File: config.mk
export PLATFORM = sky130hd
export DESIGN_NAME = crip_clear
export DESIGN_NICKNAME = d
export VERILOG_FILES = /design/src/rtl/crip_pkg.sv /design/src/rtl/crip_clear.sv
export SDC_FILE = /design/constraint.sdc
export NUM_CORES = 1
export LEC_CHECK = 0
export BUFFER_PORTS_ARGS = -buffer_cell sky130_fd_sc_hd__buf_2
export CELL_PAD_IN_SITES_DETAIL_PLACEMENT = 1
export CELL_PAD_IN_SITES_GLOBAL_PLACEMENT = 2
export CORE_MARGIN = 1.5
export CORE_UTILIZATION = 29
export DETAILED_ROUTE_END_ITERATION = 6
export PLACE_DENSITY = 0.74
export SETUP_SLACK_MARGIN = 0.05
export SKIP_LAST_GASP = 1
export SYNTH_ARGS = -nofsm -noshare
export SYNTH_HDL_FRONTEND = slang
export SYNTH_SLANG_ARGS = --single-unit
File: constraint.sdc
create_clock -name clk -period 1.8 [get_ports clk]
set_clock_uncertainty 0.15 [all_clocks]
set_input_delay 0.09 -clock clk [delete_from_list [all_inputs] [get_ports clk]]
set_output_delay 0.09 -clock clk [all_outputs]
set_load 0.05 [all_outputs]
File: src/rtl/crip_pkg.sv
// Shared constants, field widths and the activation clip function for the incremental pool.
package crip_pkg;

  // Field widths of one transfer
  localparam int SRC_W    = 8;
  localparam int ELEM_W   = 5;
  localparam int ACC_W    = 32;
  localparam int RSEL_W   = 4;
  localparam int ACT_W    = 9;
  localparam int CHG_W    = 10;

  // Fixed-point constants of the activation
  localparam int FRAC_BITS      = 10;
  localparam int HALF_MINUS_ONE = 511;
  localparam int ACT_MAX        = 256;

  // Default geometry
  localparam int WIDTH_DEF   = 32;
  localparam int SOURCES_DEF = 256;
  localparam int REGIONS_DEF = 16;

  // Address bits for a store of the given depth, never below one
  function automatic int addr_bits(input int depth);
    int bits;
    bits = (depth > 1) ? $clog2(depth) : 1;
    return bits;
  endfunction

  // Divide by 2^FRAC_BITS rounding half to even, then clamp to 0..ACT_MAX
  function automatic logic [ACT_W-1:0] clip_act(input logic signed [ACC_W-1:0] raw);
    logic signed [ACC_W:0]     rsum;
    logic [ACC_W-FRAC_BITS:0]  quot;
    logic [ACT_W-1:0]          res;
    rsum = $signed({raw[ACC_W-1], raw})
         + $signed({1'b0, ACC_W'(HALF_MINUS_ONE)})
         + $signed({{ACC_W{1'b0}}, raw[FRAC_BITS]});
    quot = rsum[ACC_W:FRAC_BITS];
    if (quot[ACC_W-FRAC_BITS]) begin
      res = '0;
    end else if (quot > (ACC_W-FRAC_BITS+1)'(ACT_MAX)) begin
      res = ACT_W'(ACT_MAX);
    end else begin
      res = quot[ACT_W-1:0];
    end
    return res;
  endfunction

endpackage

File: src/rtl/crip_clear.sv
// Post-reset sweep counter that walks every store address once.
module crip_clear #(
  parameter int CLR_LEN = 8192,
  localparam int CW = crip_pkg::addr_bits(CLR_LEN)
) (
  input  logic          clk,
  input  logic          rst,
  output logic          busy,
  output logic [CW-1:0] addr
);
  import crip_pkg::*;

  localparam logic [CW-1:0] LAST = CW'(CLR_LEN - 1);

  // Advance one address per cycle until the last one is written
  always_ff @(posedge clk) begin
    if (rst) begin
      busy <= 1'b1;
      addr <= '0;
    end else if (busy) begin
      if (addr == LAST) begin
        busy <= 1'b0;
      end else begin
        addr <= addr + 1'b1;
      end
    end
  end

  a_sweep_ends: assert property (@(posedge clk) disable iff (rst)
    busy && addr == LAST |=> !busy)
    else $error("clear sweep did not end at the last address");

  a_sweep_once: assert property (@(posedge clk) disable iff (rst)
    !busy |=> !busy)
    else $error("clear sweep restarted without reset");

endmodule

==> out/qor.yml, run 1 <==
synth_top_cell_area_share_pct: 41.8
grt-ovfl-total: 0
cts_tree: "done"
layout_commonest_cell: "buf_2"
postSynthAreaPerCell_um2: 8.82
worstPathArrival_ns: 1.77
grt_pass1_wl_um: 3020
required_ns: 1.88
wl_per_cell_um: 14.3
fin_crit_sh_pct: 94.1
cp-start-kind: "flop"
fin_area_um2: 932
seq_area_frac_synth_pct: 41.8
finalHoldViolations: 0
rows: 17
maxSlewViolCount: 0
cts_htree_levels: 1
stdcell_count: 127
ys.flop_type: "dfxtp_1"
synth-warning-count: 0
cp-end-kind: "flop"
clk_latency_ns: 0.29
max_stage_delay_ns: 0.37
crit_buf_inv: 2
rsz0062_at_grt: "no"
run_status: "completed"
globalRouteTotalUtil_pct: 15.5
portBuffers: 15
synth_top_cell_by_area: "dfxtp_1"
core_area_um2: 2190
worstSetupPathType: "reg2reg"
routed_wl_um: 1810
ant_nets: 0
die_h_um: 51.1
tightest_slew_ns: 0.333
syn_to_final_growth_pct: 39.0
fin_nets: 103
top_level_ports: 16
synth_area_leaders: "dfxtp_1 42%, nor2_1 5.0%, a21oi_1 4.5%"
clockBufferDepth: 2
dieArea_um2: 2610
power.leakage_nw: 0.327
fin_tns_setup_ns: 0
synth_edf_count: 0
drt_first_pass_iters: 4
synth-seq-cells: 14
power.total_uw: 609
finalSetupViolCount: 0
drtIter0Drc: 1
crit_fanout: 7
hpwl_um: 1280
vias_per_cell: 5.18
post_dp_cell_area_um2: 821
antennaDiodeCount: 0
synth_fp_nets: 79
hp-class: "reg2reg"
syn_area_um2: 671
vias: 658
syn_inst: 76
start_util_pct: 30.6
max_cap_violations: 0
power.density_nw_per_um2: 654
cts.sinks: 14
cp_slowest_cell: "dfxtp_4"
numCtsBuffers: 3
cts_root_buffer: "clkbuf_4"
routabilityCongestion: 0.726
peakVddDrop_uv: 403
route.detailed.drc: 0
clkTransAtPathRegs_ns: 0.10
maxSlewHeadroom_pct: 77.6
synthArstFlopShare_pct: 0
grt_pass1_vias: 656
worstPathCellList: "ha_4, nand4_1, buf_6, nor3_2, buf_4, or3_4, a21oi_2"
ys_types: 30
antenna_found_initial: 0
drive_gt1_share_pct: 49.5
cp_top_family: "simple AND/OR/NAND/NOR gates"
dp_cells: 119
final_cell_mix: "15 x buf_2, 12 x dfxtp_2, 9 x nor2_1, 5 x a21oi_1"
fmax_ghz: 0.590
grt_max_degree: 15
finalCriticalPeriod_ns: 1.69
die_w_um: 51.1
[cell families after synthesis]
kind of cell	share of synthesized area (%)
and+or+nand+nor	31.9
AOI/OAI and AO/OA	15.9
DFF	41.8
buffers and inverters	2.98
xor gates and xnor gates	2.61
muxes	2.99
adders and majority gates	1.87
[cells in the mapped netlist (2+ instances only)]
cell	n
a21oi_1	6
dfxtp_1	14
inv_1	3
mux2i_1	2
nand2_1	4
nand3_1	2
nand4_1	3
nor2_1	9
nor3_1	4
nor4b_1	2
o21ai_0	3
o31ai_1	2
o41ai_1	2
or3_1	3
xor2_1	2
[metrics by stage]
step	worst slack, ns	hold slack [ns]	utilization [%]
after floorplan	0.0525	0.00165	-
after global placement	0.0840	0.294	37.5
after detailed placement	-0.0403	0.304	37.5
after CTS	0.0575	0.348	40.1
after global routing	0.0447	0.382	42.5
final	0.106	0.342	42.5
[where the power goes]
group | internal, mW | total, mW | switching (mW)
clock | 0.123 | 0.233 | 0.110
sequential | 0.315 | 0.324 | 0.00809
combinational | 0.0171 | 0.0522 | 0.0350
[sequential cells by signal (all words and copies together), names as in the netlist]
signal	cells
addr	13
busy	1
[path summary, 6_finish.rpt]
kind / start / endpoint / slack (ns) / cells past startpoint
worst max register to register: addr[0]$_SDFFE_PP0P_ / addr[6]$_SDFFE_PP0P_ / 0.11 / 7
worst max-delay path: addr[0]$_SDFFE_PP0P_ / addr[6]$_SDFFE_PP0P_ / 0.11 / 7
worst min register to register: addr[11]$_SDFFE_PP0P_ / addr[11]$_SDFFE_PP0P_ / 0.34 / 2
worst min-delay path: addr[11]$_SDFFE_PP0P_ / addr[11]$_SDFFE_PP0P_ / 0.34 / 2
[area by class of cell]
class / count / area [µm²]
inverters: 3 / 11.3
repair buffers: 21 / 126
multi-input cells: 57 / 420
well taps: 28 / 35.0
fillers: 268 / 1260
flip-flops and latches: 14 / 303
clock buffers: 4 / 36.3
[worst reg2reg max path, cell delays in order, from the launching register on]
cell     delay, ns
dfxtp_4       0.37
ha_4          0.17
nand4_1       0.11
buf_6         0.15
nor3_2        0.04
buf_4         0.16
or3_4         0.36
a21oi_2       0.14
[metal layers]
metal  vias to the layer above  part of all wire (%)  GRT usage [%]
met2                        10                    47           27.3
met3                         2                   4.0           6.14
met1                       314                    48           17.9
li1                        332                     -              -
met5                         -                     0              0
met4                         0                  0.77           2.70
[repair_timing]
item,CTS,global route
endpoints found under the setup margin,4,10
gates cloned,0,0
pin swaps,1,4
hold buffers,1,0
gates resized for setup,1,7
hold endpoints to repair,1,0
buffers inserted,1,2
Note: power is estimated with default switching activity, not from simulation.
==> run 2: changes to the inputs <==
--- a/config.mk
+++ b/config.mk
@@ -5,13 +5,15 @@
 export SDC_FILE = /design/constraint.sdc
 export NUM_CORES = 1
 export LEC_CHECK = 0
+export ABC_AREA = 1
 export BUFFER_PORTS_ARGS = -buffer_cell sky130_fd_sc_hd__buf_2
 export CELL_PAD_IN_SITES_DETAIL_PLACEMENT = 1
 export CELL_PAD_IN_SITES_GLOBAL_PLACEMENT = 2
 export CORE_MARGIN = 1.5
-export CORE_UTILIZATION = 29
+export CORE_UTILIZATION = 27
 export DETAILED_ROUTE_END_ITERATION = 6
-export PLACE_DENSITY = 0.74
+export HOLD_SLACK_MARGIN = 0.12
+export PLACE_DENSITY = 0.75
 export SETUP_SLACK_MARGIN = 0.05
 export SKIP_LAST_GASP = 1
 export SYNTH_ARGS = -nofsm -noshare
==> run 2 against run 1 <==
  * Synthesized cell count grew 50%
  * Global-route usage down 1.5 points
  * Die area up 18%
  * Highest routed layer unchanged
  * Critical path type unchanged
  * Worst hold slack gained 0.023 ns
  * Power is essentially flat
  * Sequential share of layout area is 1.6 points lower
  * Clock power rose by 3%
  * Critical endpoint is now addr[7]$_SDFFE_PP0P_
  * Fmax rose by 6.1%
  * Non-clock buffer count is 2 lower
  * First-iteration DRC count grew to 20 times the previous value
  * Final area down 1.7%
  * Utilization decreased by 6.6 points
==> out/qor.yml, run 2 <==
numCtsBuffers: 3
globalRouteTotalUtil_pct: 14.0
clockBufferDepth: 2
power.density_nw_per_um2: 665
required_ns: 1.84
fmax_ghz: 0.626
finalCriticalPeriod_ns: 1.60
largest-register: "addr"
cp-start-kind: "flop"
start_util_pct: 29.2
cts_htree_levels: 1
hpwl_um: 1560
fillers: 346
drive_gt1_share_pct: 23.5
finalSetupViolCount: 0
dieArea_um2: 3080
grt-ovfl-total: 0
finalHoldViolations: 0
clk_latency_ns: 0.29
vias: 778
synth_area_leaders: "dfxtp_1 38%, nand2_1 17%, nor2_1 12%"
grt_max_degree: 9
tightest_slew_ns: 0.307
max_stage_delay_ns: 0.36
fin_crit_sh_pct: 88.7
synthArstFlopShare_pct: 0
synth_top_cell_by_area: "dfxtp_1"
seqCellArea_um2: 283
worstPathCellList: "ha_1, nand2_1, nor2_2, nand4_1, buf_4, a21oi_1, nor2_1"
layout_commonest_cell: "nand2_1"
cp_slowest_cell: "dfxtp_2"
die_w_um: 55.5
syn_inst: 114
crit_buf_inv: 1
maxSlewViolCount: 0
max_cap_violations: 0
route.detailed.drc: 0
syn_to_final_growth_pct: 23.2
multiInputGateArea_um2: 418
synth-warning-count: 0
fin_tns_setup_ns: 0
cts_tree: "done"
final_cell_mix: "33 x nand2_1, 23 x nor2_1, 15 x buf_2, 12 x dfxtp_1"
rows: 18
syn_area_um2: 743
largest_register_ffs: 13
portBuffers: 15
seq_area_frac_synth_pct: 37.7
synth_fp_nets: 117
cts_root_buffer: "clkbuf_4"
top_level_ports: 16
peakVddDrop_uv: 335
synth_edf_count: 0
power.total_uw: 609
clkTransAtPathRegs_ns: 0.09
worstPathArrival_ns: 1.64
antenna_found_initial: 0
routed_wl_um: 2080
ant_nets: 0
synthTopCellsByCount: "33 x nand2_1, 23 x nor2_1, 14 x dfxtp_1"
drtIter0Drc: 20
fin_nets: 140
ys.flop_type: "dfxtp_1"
synthMostInstantiatedCell: "nand2_1"
ys_types: 14
hold_ws_ns: 0.365
run_status: "completed"
worstSetupPathType: "reg2reg"
maxSlewHeadroom_pct: 79.5
cts.sinks: 14
die_h_um: 55.5
synth-seq-cells: 14
post_cts_resized: 0
hp-class: "reg2reg"
routabilityCongestion: 0.730
grt_pass1_wl_um: 3430
drt_first_pass_iters: 4
postSynthAreaPerCell_um2: 6.52
cp_top_family: "simple AND/OR/NAND/NOR gates"
antennaDiodeCount: 0
grt_pass1_vias: 709
cp-end-kind: "flop"
rsz0062_at_grt: "no"
synth_top_cell_area_share_pct: 37.7
vias_per_cell: 4.69
wl_per_cell_um: 12.5
reg.largest.list: "addr: 13 flops, busy: 1 flops"
core_area_um2: 2540
power.leakage_nw: 0.413
crit_fanout: 7
==> run 2: cell count changes after synthesis, moves of 4 or more <==
cell / before / now
nor3_1: 4 / 0
nor2_1: 9 / 23
nor2_2: 0 / 5
inv_1: 3 / 9
nand2_1: 4 / 33
nand3_1: 2 / 9
==> run 2: where the power goes <==
group          total (mW)  internal, mW  switching [mW]  leakage (nW)
Clock               0.239         0.123           0.116        0.0210
Combinational      0.0478        0.0125          0.0352         0.278
Sequential          0.322         0.316         0.00605         0.114
Total               0.609         0.452           0.157         0.413
==> run 2: what timing repair did <==
item	CTS	global route
hold buffers	1	0
endpoints found under the setup margin	0	4
buffers inserted	0	2
endpoints found under the hold margin	7	0
==> run 2: logic make-up after synthesis <==
| family | after synthesis | synth area share [%] |
|---|---|---|
| buffers and inverters | 10 | 6.06 |
| AO/OA/AOI/OAI | 13 | 10.3 |
| flip-flops | 14 | 37.7 |
| XOR/XNOR | 2 | 2.36 |
| adder cells (fa/ha/maj) | 1 | 1.68 |
| AND/OR/NAND/NOR | 74 | 41.9 |
==> run 2: layout make-up <==
type | instances | area share, %
multi-input combinational | 90 | 45.6
sequential | 14 | 30.9
timing repair buffer | 19 | 11.7
tap | 30 | 4.10
clock buffer | 4 | 3.96
inverter | 9 | 3.69
==> run 2: worst min-delay path, stage by stage (launching register included) <==
cell and delay, ns:
dfxtp_2 0.34, nor2_1 0.09, nor2_1 0.05
==> run 2: through the flow <==
step	cells	cell area, µm²	utilization (%)	setup WS (ns)
4_1_cts	164	901	35.4	0.0782
2_1_floorplan	114	746	-	0.0792
3_5_place_dp	159	855	33.6	0.0901
3_3_place_gp	159	855	33.6	0.156
5_1_grt	166	916	36.0	0.0487
6_report	166	916	36.0	0.204
==> run 2: per-layer routing <==
layer  wire length, µm  vias up  track usage (%)
met5                 0        -                0
met4                14        0             3.14
met3                83        2             5.15
met2               900       13             20.6
met1              1080      353             19.5
li1                  -      410                -
==> run 2: worst paths after layout <==
path                   startpoint                   end  slack, ns  depth (start not counted)
max          addr[0]$_SDFFE_PP0P_  addr[7]$_SDFFE_PP0P_       0.20                          7
min          addr[0]$_SDFFE_PP0P_  addr[0]$_SDFFE_PP0P_       0.37                          2
max reg2reg  addr[0]$_SDFFE_PP0P_  addr[7]$_SDFFE_PP0P_       0.20                          7
min reg2reg  addr[0]$_SDFFE_PP0P_  addr[0]$_SDFFE_PP0P_       0.37                          2
