## config.mk

```make
export PLATFORM = sky130hd
export DESIGN_NAME = crip_ram
export DESIGN_NICKNAME = d
export VERILOG_FILES = /design/src/rtl/crip_ram.sv
export SDC_FILE = /design/constraint.sdc
export NUM_CORES = 1
export LEC_CHECK = 0
export ABC_AREA = 1
export ABC_CLOCK_PERIOD_IN_PS = 5300
export BUFFER_PORTS_ARGS = -buffer_cell sky130_fd_sc_hd__buf_2
export CORE_MARGIN = 2
export CORE_UTILIZATION = 35
export DETAILED_ROUTE_END_ITERATION = 7
export PLACE_DENSITY = 0.6
export SLEW_MARGIN = 10
export SYNTH_ARGS = -nofsm -noshare
export SYNTH_HDL_FRONTEND = slang
export SYNTH_SLANG_ARGS = --single-unit
export TNS_END_PERCENT = 20
```

## constraint.sdc

```tcl
create_clock -name clk -period 5.3 [get_ports clk]
set_clock_uncertainty 0.15 [all_clocks]
set_input_delay 0.53 -clock clk [delete_from_list [all_inputs] [get_ports clk]]
set_output_delay 0.53 -clock clk [all_outputs]
set_load 0.05 [all_outputs]
```

## src/rtl/crip_ram.sv

```systemverilog
// Generic single-write, single-read RAM with registered read data.
module crip_ram #(
  parameter int DATA_W = 32,
  parameter int DEPTH  = 32,
  localparam int ADDR_W = (DEPTH > 1) ? $clog2(DEPTH) : 1
) (
  input  logic              clk,
  input  logic              we,
  input  logic [ADDR_W-1:0] waddr,
  input  logic [DATA_W-1:0] wdata,
  input  logic              re,
  input  logic [ADDR_W-1:0] raddr,
  output logic [DATA_W-1:0] rdata
);

  logic [DATA_W-1:0] mem [DEPTH];

  // Write port
  always_ff @(posedge clk) begin
    if (we) begin
      mem[waddr] <= wdata;
    end
  end

  // Registered read port, holds its data between reads
  always_ff @(posedge clk) begin
    if (re) begin
      rdata <= mem[raddr];
    end
  end

endmodule

```

==> qor.txt, run 1 <==
Clk Latency, worst-skew pair: 0.67 ns
Layout cells sized above 1: 8.41%
First-pass GRT wire length: 175000 um
Tcrit/Tclk final: 50.2%
PortBufs: 76
Commonest cells after routing, fill and taps aside: 1440 x nand2_1, 1056 x edfxtp_1, 780 x nand3_1
Fillers: 11528
RSZ-0062 raised after global routing: no
Die W: 353 um
Seq/Total Area, Yosys: 74.2%
Detailed placement HPWL: 60400 um
Post_cts resized: 0
Worst Hold Class: primary input to flop
H-tree depth: 3
Root Driver: clkbuf_16
Cell count after synthesis: 3536
Slew @ Worst Pin: 1.25 ns
Final WL: 119000 um
CTS Hold Bufs: 0
Setup violations, final: 0
Die Ht: 353 um
Worst-path fanout max: 18
Peak supply drop: 0.233 mV
Setup TNS: 0 ns
Router iterations before antenna repair: 6
Initial antenna violation count: 9
Iter 0 DRT Violations: 3266
Max Slew Vio Count: 0
Post-synthesis cell type count: 13
Mapped Nets: 3581
Max Freq: 0.376 GHz
DR WL/cell: 22.5 um
Leak: 17.1 nW
Finished Layout Cells: 5277
CORE AREA: 121000 um2
Grt ovf: 0
Fin nets: 3613
Max Cap Viol: 0
DRC: 0
Area growth syn-to-layout: 11.8%
CP Data Arrival Time: 2.80 ns
Minimum clock period: 2.66 ns
Worst Path Required: 5.44 ns
Status: finished, final reports clean
Post-route ant nets: 0
Kind of critical path: primary input to flop
Vias: 27172
P per Cell Area: 367 nW/um2
Die area: 125000 um2
Hold Vio Cnt, Final: 0
Most common cell after layout, fill and taps aside: nand2_1
Initial Util: 35.2%
FP Rows: 128
Deepest clock path buffer count: 3
FF+latch count, synth: 1056
Reg clk slew, reported paths: 0.06 ns
Pin count of the biggest net entering global routing: 251
Synth Warn #: 0
Vias in the first global route: 25753
Worst setup SP type: primary input
Post-CTS Setup Bufs: 0
Num CTS Buffers: 107
Clk sink count: 1056
Top Ports: 77
Dpl cells: 5084
TritonCTS clock tree: yes
Crit end category: flop
Diode count: 0
GPL Wtd Cong: 0.766
Total GRT Usage: 18.6%
Avg Inst Size Synth: 12.1 um2
Via/cell ratio: 5.15
Post-synthesis cell area: 42700 um2
Slew margin rel.: 16.5%
Reg-to-reg slack, setup: 3.78 ns
-- metal layers --
metal / vias to the layer above / GRT usage, % / share of wire (%)
li1: 12438 / - / -
met1: 13524 / 26.6 / 44
met2: 1017 / 29.5 / 47
met3: 183 / 2.77 / 6.7
met4: 10 / 5.35 / 2.7
met5: - / 0 / 0.060
-- path summary, 6_finish.rpt --
kind,start,depth (start not counted),end
worst max-delay path,waddr[0],5,mem[22][19]$_DFFE_PP_
worst min-delay path,wdata[6],1,mem[31][6]$_DFFE_PP_
worst max register to register,mem[22][24]$_DFFE_PP_,8,rdata[24]$_DFFE_PP_
worst min register to register,mem[10][16]$_DFFE_PP_,8,rdata[16]$_DFFE_PP_
-- final cells by class --
class                      instances  area [um2]  share of cell area (%)
multi-input combinational       2252        9670                    20.2
clock buffer                     142        2850                    5.97
sequential                      1056       31700                    66.4
clock inverter                    51         354                   0.741
timing repair buffer             141        1070                    2.25
tap                             1625        2030                    4.26
inverter                          10        67.6                   0.141
-- synth_stat cells (all sizes together) --
master	count	area share (%)
buf	194	3.4
nand3	780	9.1
clkbuf	24	0.21
edfxtp	1056	74
inv	10	0.11
nand2	1440	13
nor2	32	0.28
-- cells by family (layout without fill, tap and decap cells) --
kind of cell  Yosys count  after routing  synth area share, %
buf+inv               228            344                 3.71
flops                1056           1056                 74.2
simple gates         2252           2252                 22.1
-- power breakdown --
| part | switching, W | leakage, nW | total, W | internal, W |
|---|---|---|---|---|
| Combinational | 0.000850 | 6.01 | 0.00111 | 0.000259 |
| Sequential | 0.0000426 | 9.55 | 0.00936 | 0.00932 |
| Clock | 0.00309 | 1.55 | 0.00708 | 0.00399 |
-- through the flow --
stage / worst slack [ns] / hold slack (ns) / power [W] / area [um2] / utilization (%)
after global placement: 1.98 / 0.650 / 0.0106 / 44500 / 36.7
after detailed placement: 1.96 / 0.660 / 0.0107 / 44600 / 36.7
after global routing: 2.57 / 0.218 / 0.0181 / 47800 / 39.3
final: 2.64 / 0.223 / 0.0175 / 47800 / 39.3
after CTS: 2.65 / 0.188 / 0.0176 / 47800 / 39.3
after floorplan: 2.54 / 0.479 / 0.0102 / 42700 / -
-- state kept, by name (all words and copies together) (netlist names) --
signal  flops
rdata      32
mem      1024
-- critical path, stage by stage --
cell,delay (ns)
buf_2,0.11
inv_1,0.06
nand3_1,0.56
nor2_4,0.92
buf_4,0.57
Power figures use the tool's default switching activity.
==> inputs of run 2 (changes only) <==
--- a/config.mk
+++ b/config.mk
@@ -5,13 +5,13 @@
 export SDC_FILE = /design/constraint.sdc
 export NUM_CORES = 1
 export LEC_CHECK = 0
-export ABC_AREA = 1
-export ABC_CLOCK_PERIOD_IN_PS = 5300
+export ABC_AREA = 0
+export ABC_CLOCK_PERIOD_IN_PS = 2200
 export BUFFER_PORTS_ARGS = -buffer_cell sky130_fd_sc_hd__buf_2
 export CORE_MARGIN = 2
 export CORE_UTILIZATION = 35
 export DETAILED_ROUTE_END_ITERATION = 7
-export PLACE_DENSITY = 0.6
+export PLACE_DENSITY = 0.62
 export SLEW_MARGIN = 10
 export SYNTH_ARGS = -nofsm -noshare
 export SYNTH_HDL_FRONTEND = slang
==> constraint.sdc (replaced) <==
create_clock -name clk -period 2.2 [get_ports clk]
set_clock_uncertainty 0.15 [all_clocks]
set_input_delay 0.22 -clock clk [delete_from_list [all_inputs] [get_ports clk]]
set_output_delay 0.22 -clock clk [all_outputs]
set_load 0.05 [all_outputs]
==> run 2 against run 1 <==
Effect of this change:
- hold slack got worse by 0.16 ns
- setup slack got worse by 2.4 ns
- power rose by 150%
- first-iteration DRC count fell by 42%
- via count fell by 20%
- final area rose by 2.5%
- critical path type is now flop to output pin
- critical endpoint is now rdata[13]
==> qor.txt, run 2 <==
Die W: 345 um (-2.2%)
Initial antenna violation count: 4 (-5)
Top Ports: 77 (unchanged)
Router iterations before antenna repair: 5 (-1)
Worst Hold Class: primary input to flop
Vias: 21620 (-20%)
Deepest clock path buffer count: 3 (unchanged)
Max reg flops: 1024 (unchanged)
Synth area leaders: edfxtp_1 78%, mux2i_1 13%, a22oi_1 1.8%
Max Cap Viol: 0 (unchanged)
PortBufs: 76 (unchanged)
Initial Util: 35.2% (about the same)
TritonCTS clock tree: yes
P per Cell Area: 892 nW/um2 (+140%)
Reg-to-Reg Start: mem[7][9]$_DFFE_PP_
Top cell type by total area after synthesis: edfxtp_1
GPL Wtd Cong: 0.786 (+2.5%)
Met2 wire len: 50100 um (-9.6%)
Largest reg by FF count: mem
DRC: 0 (unchanged)
Die Ht: 345 um (-2.2%)
Kind of critical path: flop to output pin
FF+latch count, synth: 1056 (unchanged)
Hold Vio Cnt, Final: 0 (unchanged)
Ys flop type: edfxtp_1
Via/cell ratio: 5.24 (+1.7%)
DR WL/cell: 24.6 um (+9.4%)
CORE AREA: 116000 um2 (-4.5%)
Worst setup SP type: flop
Final WL: 102000 um (-14%)
Vias in the first global route: 22282 (-13%)
H-tree depth: 3 (unchanged)
Met1 WL: 43300 um (-17%)
Clk Latency, worst-skew pair: 0.69 ns (+0.02 ns)
Peak supply drop: 0.692 mV (+200%)
Pin count of the biggest net entering global routing: 46 (-82%)
Fin nets: 2559 (-29%)
Mapped Nets: 2305 (-36%)
Reg clk slew, reported paths: 0.06 ns (about the same)
Async SR Flop Fraction: 0% (unchanged)
Worst-path fanout max: 1 (-17)
CP bufs+invs: 1 (-2)
RSZ-0062 raised after global routing: no
Slew @ Worst Pin: 0.637 ns (-0.616 ns)
Dpl cells: 3899 (-23%)
Tcrit/Tclk final: 87.9%
Setup violations, final: 0 (unchanged)
FP Rows: 125 (-2.3%)
CP max stage delay: 0.51 ns (-0.41 ns)
Post-route ant nets: 0 (unchanged)
Layout cells sized above 1: 17.2% (+8.8 points)
Fin area: 49000 um2 (+2.5%)
Commonest cells after routing, fill and taps aside: 1056 x edfxtp_1, 512 x mux2i_1, 105 x clkbuf_16
Clk sink count: 1056 (unchanged)
Hold Startpoint: raddr[2]
Dpl cell area: 45000 um2 (+0.98%)
Max Slew Vio Count: 0 (unchanged)
Avg Inst Size Synth: 18.1 um2 (+49%)
CP max stage cell: edfxtp_1
Crit end category: output pin
Max Used Layer: met5
Slew margin rel.: 57.5% (+41 points)
Most common cell after layout, fill and taps aside: edfxtp_1
Minimum clock period: 1.93 ns
Seq/Total Area, Yosys: 77.7% (+3.5 points)
Detailed placement HPWL: 60600 um (+0.34%)
Iter 0 DRT Violations: 1887 (-42%)
Post_cts resized: 0 (unchanged)
Die area: 119000 um2 (-4.4%)
Finished Layout Cells: 4128 (-22%)
CP delay by family, top: flip-flops
Root Driver: clkbuf_16
First-pass GRT wire length: 149000 um (-15%)
Grt ovf: 0 (unchanged)
Num CTS Buffers: 104 (-2.8%)
Total GRT Usage: 16.8% (-1.8 points)
Area growth syn-to-layout: 20.0%
CP Data Arrival Time: 1.56 ns (-1.24 ns)
Number of synthesized flops with an enable pin: 1056 (unchanged)
Met3 wire length: 5470 um (-32%)
Utilization after layout: 42.3% (+2.9 points)
Count leader, synth: edfxtp_1
Post-synthesis cell type count: 24 (+11)
Synth top area share: 77.7% (+3.5 points)
Post-synthesis cell area: 40800 um2 (-4.5%)
Cell count after synthesis: 2260 (-36%)
Top post-synthesis cells by count: 1056 x edfxtp_1, 512 x mux2i_1, 98 x nand2_1, 98 x nand3_1
Crit-path cells: buf_2
Fillers: 10025 (-13%)
Worst Path Required: 1.83 ns (-3.61 ns)
Max Freq: 0.517 GHz
Leak: 17.0 nW (-0.68%)
Crit path from: rdata[13]$_DFFE_PP_
Status: finished, final reports clean
Biggest regs: mem: 1024 flops, rdata: 32 flops
Post-CTS Setup Bufs: 0 (unchanged)
Synth Warn #: 0 (unchanged)
Setup ws final: 0.267 ns (-2.37 ns)
Pre-CTS setup slack: -0.138 ns (-2.10 ns)
## run 2: area by class of cell
cell class | instances | area, um2 | area share, %
Sequential cell | 1056 | 31700 | 64.8
Multi-Input combinational cell | 1077 | 8610 | 17.6
Timing Repair Buffer | 275 | 3090 | 6.32
Clock buffer | 116 | 2670 | 5.45
Tap cell | 1524 | 1910 | 3.89
Clock inverter | 79 | 982 | 2.01
Antenna cell | 1 | 2.50 | 0.00511
## run 2: cell families (layout without fill, tap and decap cells)
kind of cell    Yosys count  count (layout)  synth area share [%]
compound gates          288             288                  4.81
simple gates            277             277                  3.08
other cells               0               1                     0
mux                     512             512                  12.6
buf+inv                 127             470                  1.85
flops                  1056            1056                  77.7
## run 2: routing by layer
layer	up-vias	GRT usage (%)
met5	-	0
met4	6	5.35
met3	156	2.62
met2	652	28.4
met1	11261	22.3
li1	9545	-
## run 2: metrics by stage
| step | hold slack [ns] | TNS [ns] | power (W) |
|---|---|---|---|
| floorplan | 0.169 | -281.60 | 0.0243 |
| finish | 0.0594 | 0 | 0.0437 |
| global route | 0.0892 | 0 | 0.0450 |
| CTS | 0.0230 | 0 | 0.0440 |
| detailed placement | 0.516 | -0.310 | 0.0255 |
| global placement | 0.509 | -0.222 | 0.0254 |
## run 2: path summary, 6_finish.rpt
path	cells after the start	end	slack, ns
setup / recovery	1	rdata[13]	0.27
setup reg to reg	6	rdata[9]$_DFFE_PP_	0.44
hold reg to reg	4	rdata[8]$_DFFE_PP_	0.54
hold / removal	6	rdata[14]$_DFFE_PP_	0.06
## run 2: power breakdown
| part | switching (W) | internal, W |
|---|---|---|
| clock network | 0.00760 | 0.0110 |
| registers | 0.0000983 | 0.0225 |
| logic | 0.00162 | 0.000885 |
| total | 0.00932 | 0.0344 |
## run 2: repair_timing
item | CTS | global route
setup endpoints to repair | 0 | 0
endpoints found under the hold margin | 1056 | 0
hold buffers | 33 | 0
==> inputs of run 3 (changes only) <==
--- a/config.mk
+++ b/config.mk
@@ -5,13 +5,13 @@
 export SDC_FILE = /design/constraint.sdc
 export NUM_CORES = 1
 export LEC_CHECK = 0
-export ABC_AREA = 0
+export ABC_AREA = 1
 export ABC_CLOCK_PERIOD_IN_PS = 2200
 export BUFFER_PORTS_ARGS = -buffer_cell sky130_fd_sc_hd__buf_2
 export CORE_MARGIN = 2
 export CORE_UTILIZATION = 35
 export DETAILED_ROUTE_END_ITERATION = 7
-export PLACE_DENSITY = 0.62
+export PLACE_DENSITY = 0.53
 export SLEW_MARGIN = 10
 export SYNTH_ARGS = -nofsm -noshare
 export SYNTH_HDL_FRONTEND = slang
==> run 3 against run 2 <==
Effect of this change:
- combinational power increased by 18%
- highest routed layer unchanged
- maximum frequency increased by 0.79%
- die area increased by 4.6%
- critical path type unchanged
- via count increased by 27%
- sequential share of layout area decreased by 1.2 points
==> qor.txt, run 3 (synthesis gave the netlist of run 1 again) <==
Max Freq: 0.521 GHz (+0.79%)
Setup violations, final: 0 (unchanged)
Die area: 125000 um2 (+4.6%)
Worst-path fanout max: 1 (unchanged)
Max reg flops: 1024 (unchanged)
Met1 WL: 54100 um (+25%)
Via/cell ratio: 5.05 (-3.7%)
CP delay by family, top: flip-flops
Status: finished, final reports clean
CP Data Arrival Time: 1.55 ns (about the same)
Area growth syn-to-layout: 16.8%
Die Ht: 353 um (+2.3%)
Layout cells sized above 1: 11.2% (-6.0 points)
Initial Util: 35.2% (about the same)
Vias in the first global route: 26087 (+17%)
Met3 wire length: 6180 um (+13%)
Grt ovf: 0 (unchanged)
Fillers: 11505 (+15%)
PortBufs: 76 (unchanged)
CP max stage cell: edfxtp_1
Biggest regs: mem: 1024 flops, rdata: 32 flops
Most common cell after layout, fill and taps aside: nand2_1
Crit end category: output pin
Total power: 0.0427 W (-2.3%)
TritonCTS clock tree: yes
Post-route ant nets: 0 (unchanged)
Fin nets: 3759 (+47%)
RSZ-0062 raised after global routing: no
Initial antenna violation count: 2 (-2)
Minimum clock period: 1.92 ns (-0.0152 ns)
Vias: 27370 (+27%)
Detailed placement HPWL: 65900 um (+8.8%)
First-pass GRT wire length: 179000 um (+20%)
Clk sink count: 1056 (unchanged)
Finished Layout Cells: 5425 (+31%)
Slew margin rel.: 54.1% (-3.4 points)
Top Ports: 77 (unchanged)
Setup TNS: 0 ns (unchanged)
Clk Latency, worst-skew pair: 0.68 ns (about the same)
FP Rows: 128 (+2.4%)
Hold Path Cell Cnt: 6 (unchanged)
Peak supply drop: 0.749 mV (+8.4%)
Hold Vio Cnt, Final: 0 (unchanged)
Kind of critical path: flop to output pin
Dpl cells: 5196 (+33%)
Crit-path cells: buf_2
DR WL/cell: 22.5 um (-8.5%)
Levels on crit path: 1 (unchanged)
Max Used Layer: met5
Met2 wire len: 59100 um (+18%)
Tcrit/Tclk final: 87.2% (-0.69 points)
Iter 0 DRT Violations: 2688 (+42%)
Reg2Reg Depth: 8 (+2)
Commonest cells after routing, fill and taps aside: 1440 x nand2_1, 1056 x edfxtp_1, 780 x nand3_1
Setup ws final: 0.282 ns (+0.0152 ns)
Reg-to-reg slack, setup: 0.79 ns (+0.35 ns)
H-tree depth: 3 (unchanged)
Total GRT Usage: 19.3% (+2.5 points)
Leak: 18.1 nW (+6.5%)
Num CTS Buffers: 107 (+2.9%)
Root Driver: clkbuf_16
Reg clk slew, reported paths: 0.06 ns (about the same)
Pin count of the biggest net entering global routing: 107 (+130%)
Pre-CTS setup slack: 0.139 ns (+0.277 ns)
Max Slew Vio Count: 0 (unchanged)
Final WL: 122000 um (+20%)
Worst Hold Class: primary input to flop
Max Cap Viol: 0 (unchanged)
Router iterations before antenna repair: 5 (unchanged)
CP bufs+invs: 1 (unchanged)
Post_cts resized: 0 (unchanged)
GPL Wtd Cong: 0.777 (-1.1%)
CORE AREA: 121000 um2 (+4.7%)
DRC: 0 (unchanged)
Worst Path Required: 1.83 ns (about the same)
Slew @ Worst Pin: 0.688 ns (+0.0509 ns)
Worst setup SP type: flop
P per Cell Area: 855 nW/um2 (-4.2%)
Post-CTS Setup Bufs: 0 (unchanged)
Deepest clock path buffer count: 3 (unchanged)
Largest reg by FF count: mem
CP max stage delay: 0.52 ns (about the same)
Die W: 353 um (+2.3%)
[run 3: cell types whose count changed in the layout (fill, tap and decap cells not counted), moves of 32 or more]
cell	delta
a21oi_1	-96
a22o_1	-64
a22oi_1	-96
a31oi_1	-32
mux2i_1	-512
nand2_1	+1343
nand3_1	+682
nor3_1	-32
[run 3: path summary, 6_finish.rpt]
| check | from | endpoint |
|---|---|---|
| hold / removal | raddr[3] | rdata[11]$_DFFE_PP_ |
| setup reg to reg | mem[7][1]$_DFFE_PP_ | rdata[1]$_DFFE_PP_ |
| hold reg to reg | mem[10][14]$_DFFE_PP_ | rdata[14]$_DFFE_PP_ |
| setup / recovery | rdata[16]$_DFFE_PP_ | rdata[16] |
[run 3: stage by stage]
step	instance area, um2	utilization, %	hold slack (ns)
after floorplan	42700	-	0.169
after global placement	46300	38.2	0.435
after detailed placement	46300	38.2	0.442
after CTS	49900	41.1	0.0494
after global routing	49900	41.1	0.0944
final	49900	41.1	0.0773
[run 3: layout make-up]
cell class                      instances  area (um2)  share of cell area [%]
Inverter                               10        67.6                   0.135
Clock inverter                         49         392                   0.785
Sequential cell                      1056       31700                    63.5
Tap cell                             1625        2030                    4.07
Multi-Input combinational cell       2252        9670                    19.4
Antenna cell                            2        5.00                  0.0100
Clock buffer                          144        2860                    5.73
Timing Repair Buffer                  287        3180                    6.37
[run 3: repair_timing]
action | 4_1_cts | 5_1_grt
setup endpoints to repair | 0 | 0
endpoints found under the hold margin | 1063 | 0
hold buffers | 34 | 0
[run 3: power by group]
group / internal (W) / switching (W) / leakage, nW
logic: 0.000867 / 0.00208 / 6.98
registers: 0.0225 / 0.000103 / 9.55
clock network: 0.00966 / 0.00752 / 1.58
[run 3: routing by layer]
metal / up-vias / track usage, %
met1: 13608 / 26.9
met2: 832 / 32.1
li1: 12753 / -
met5: - / 0
met3: 175 / 2.32
met4: 2 / 5.03
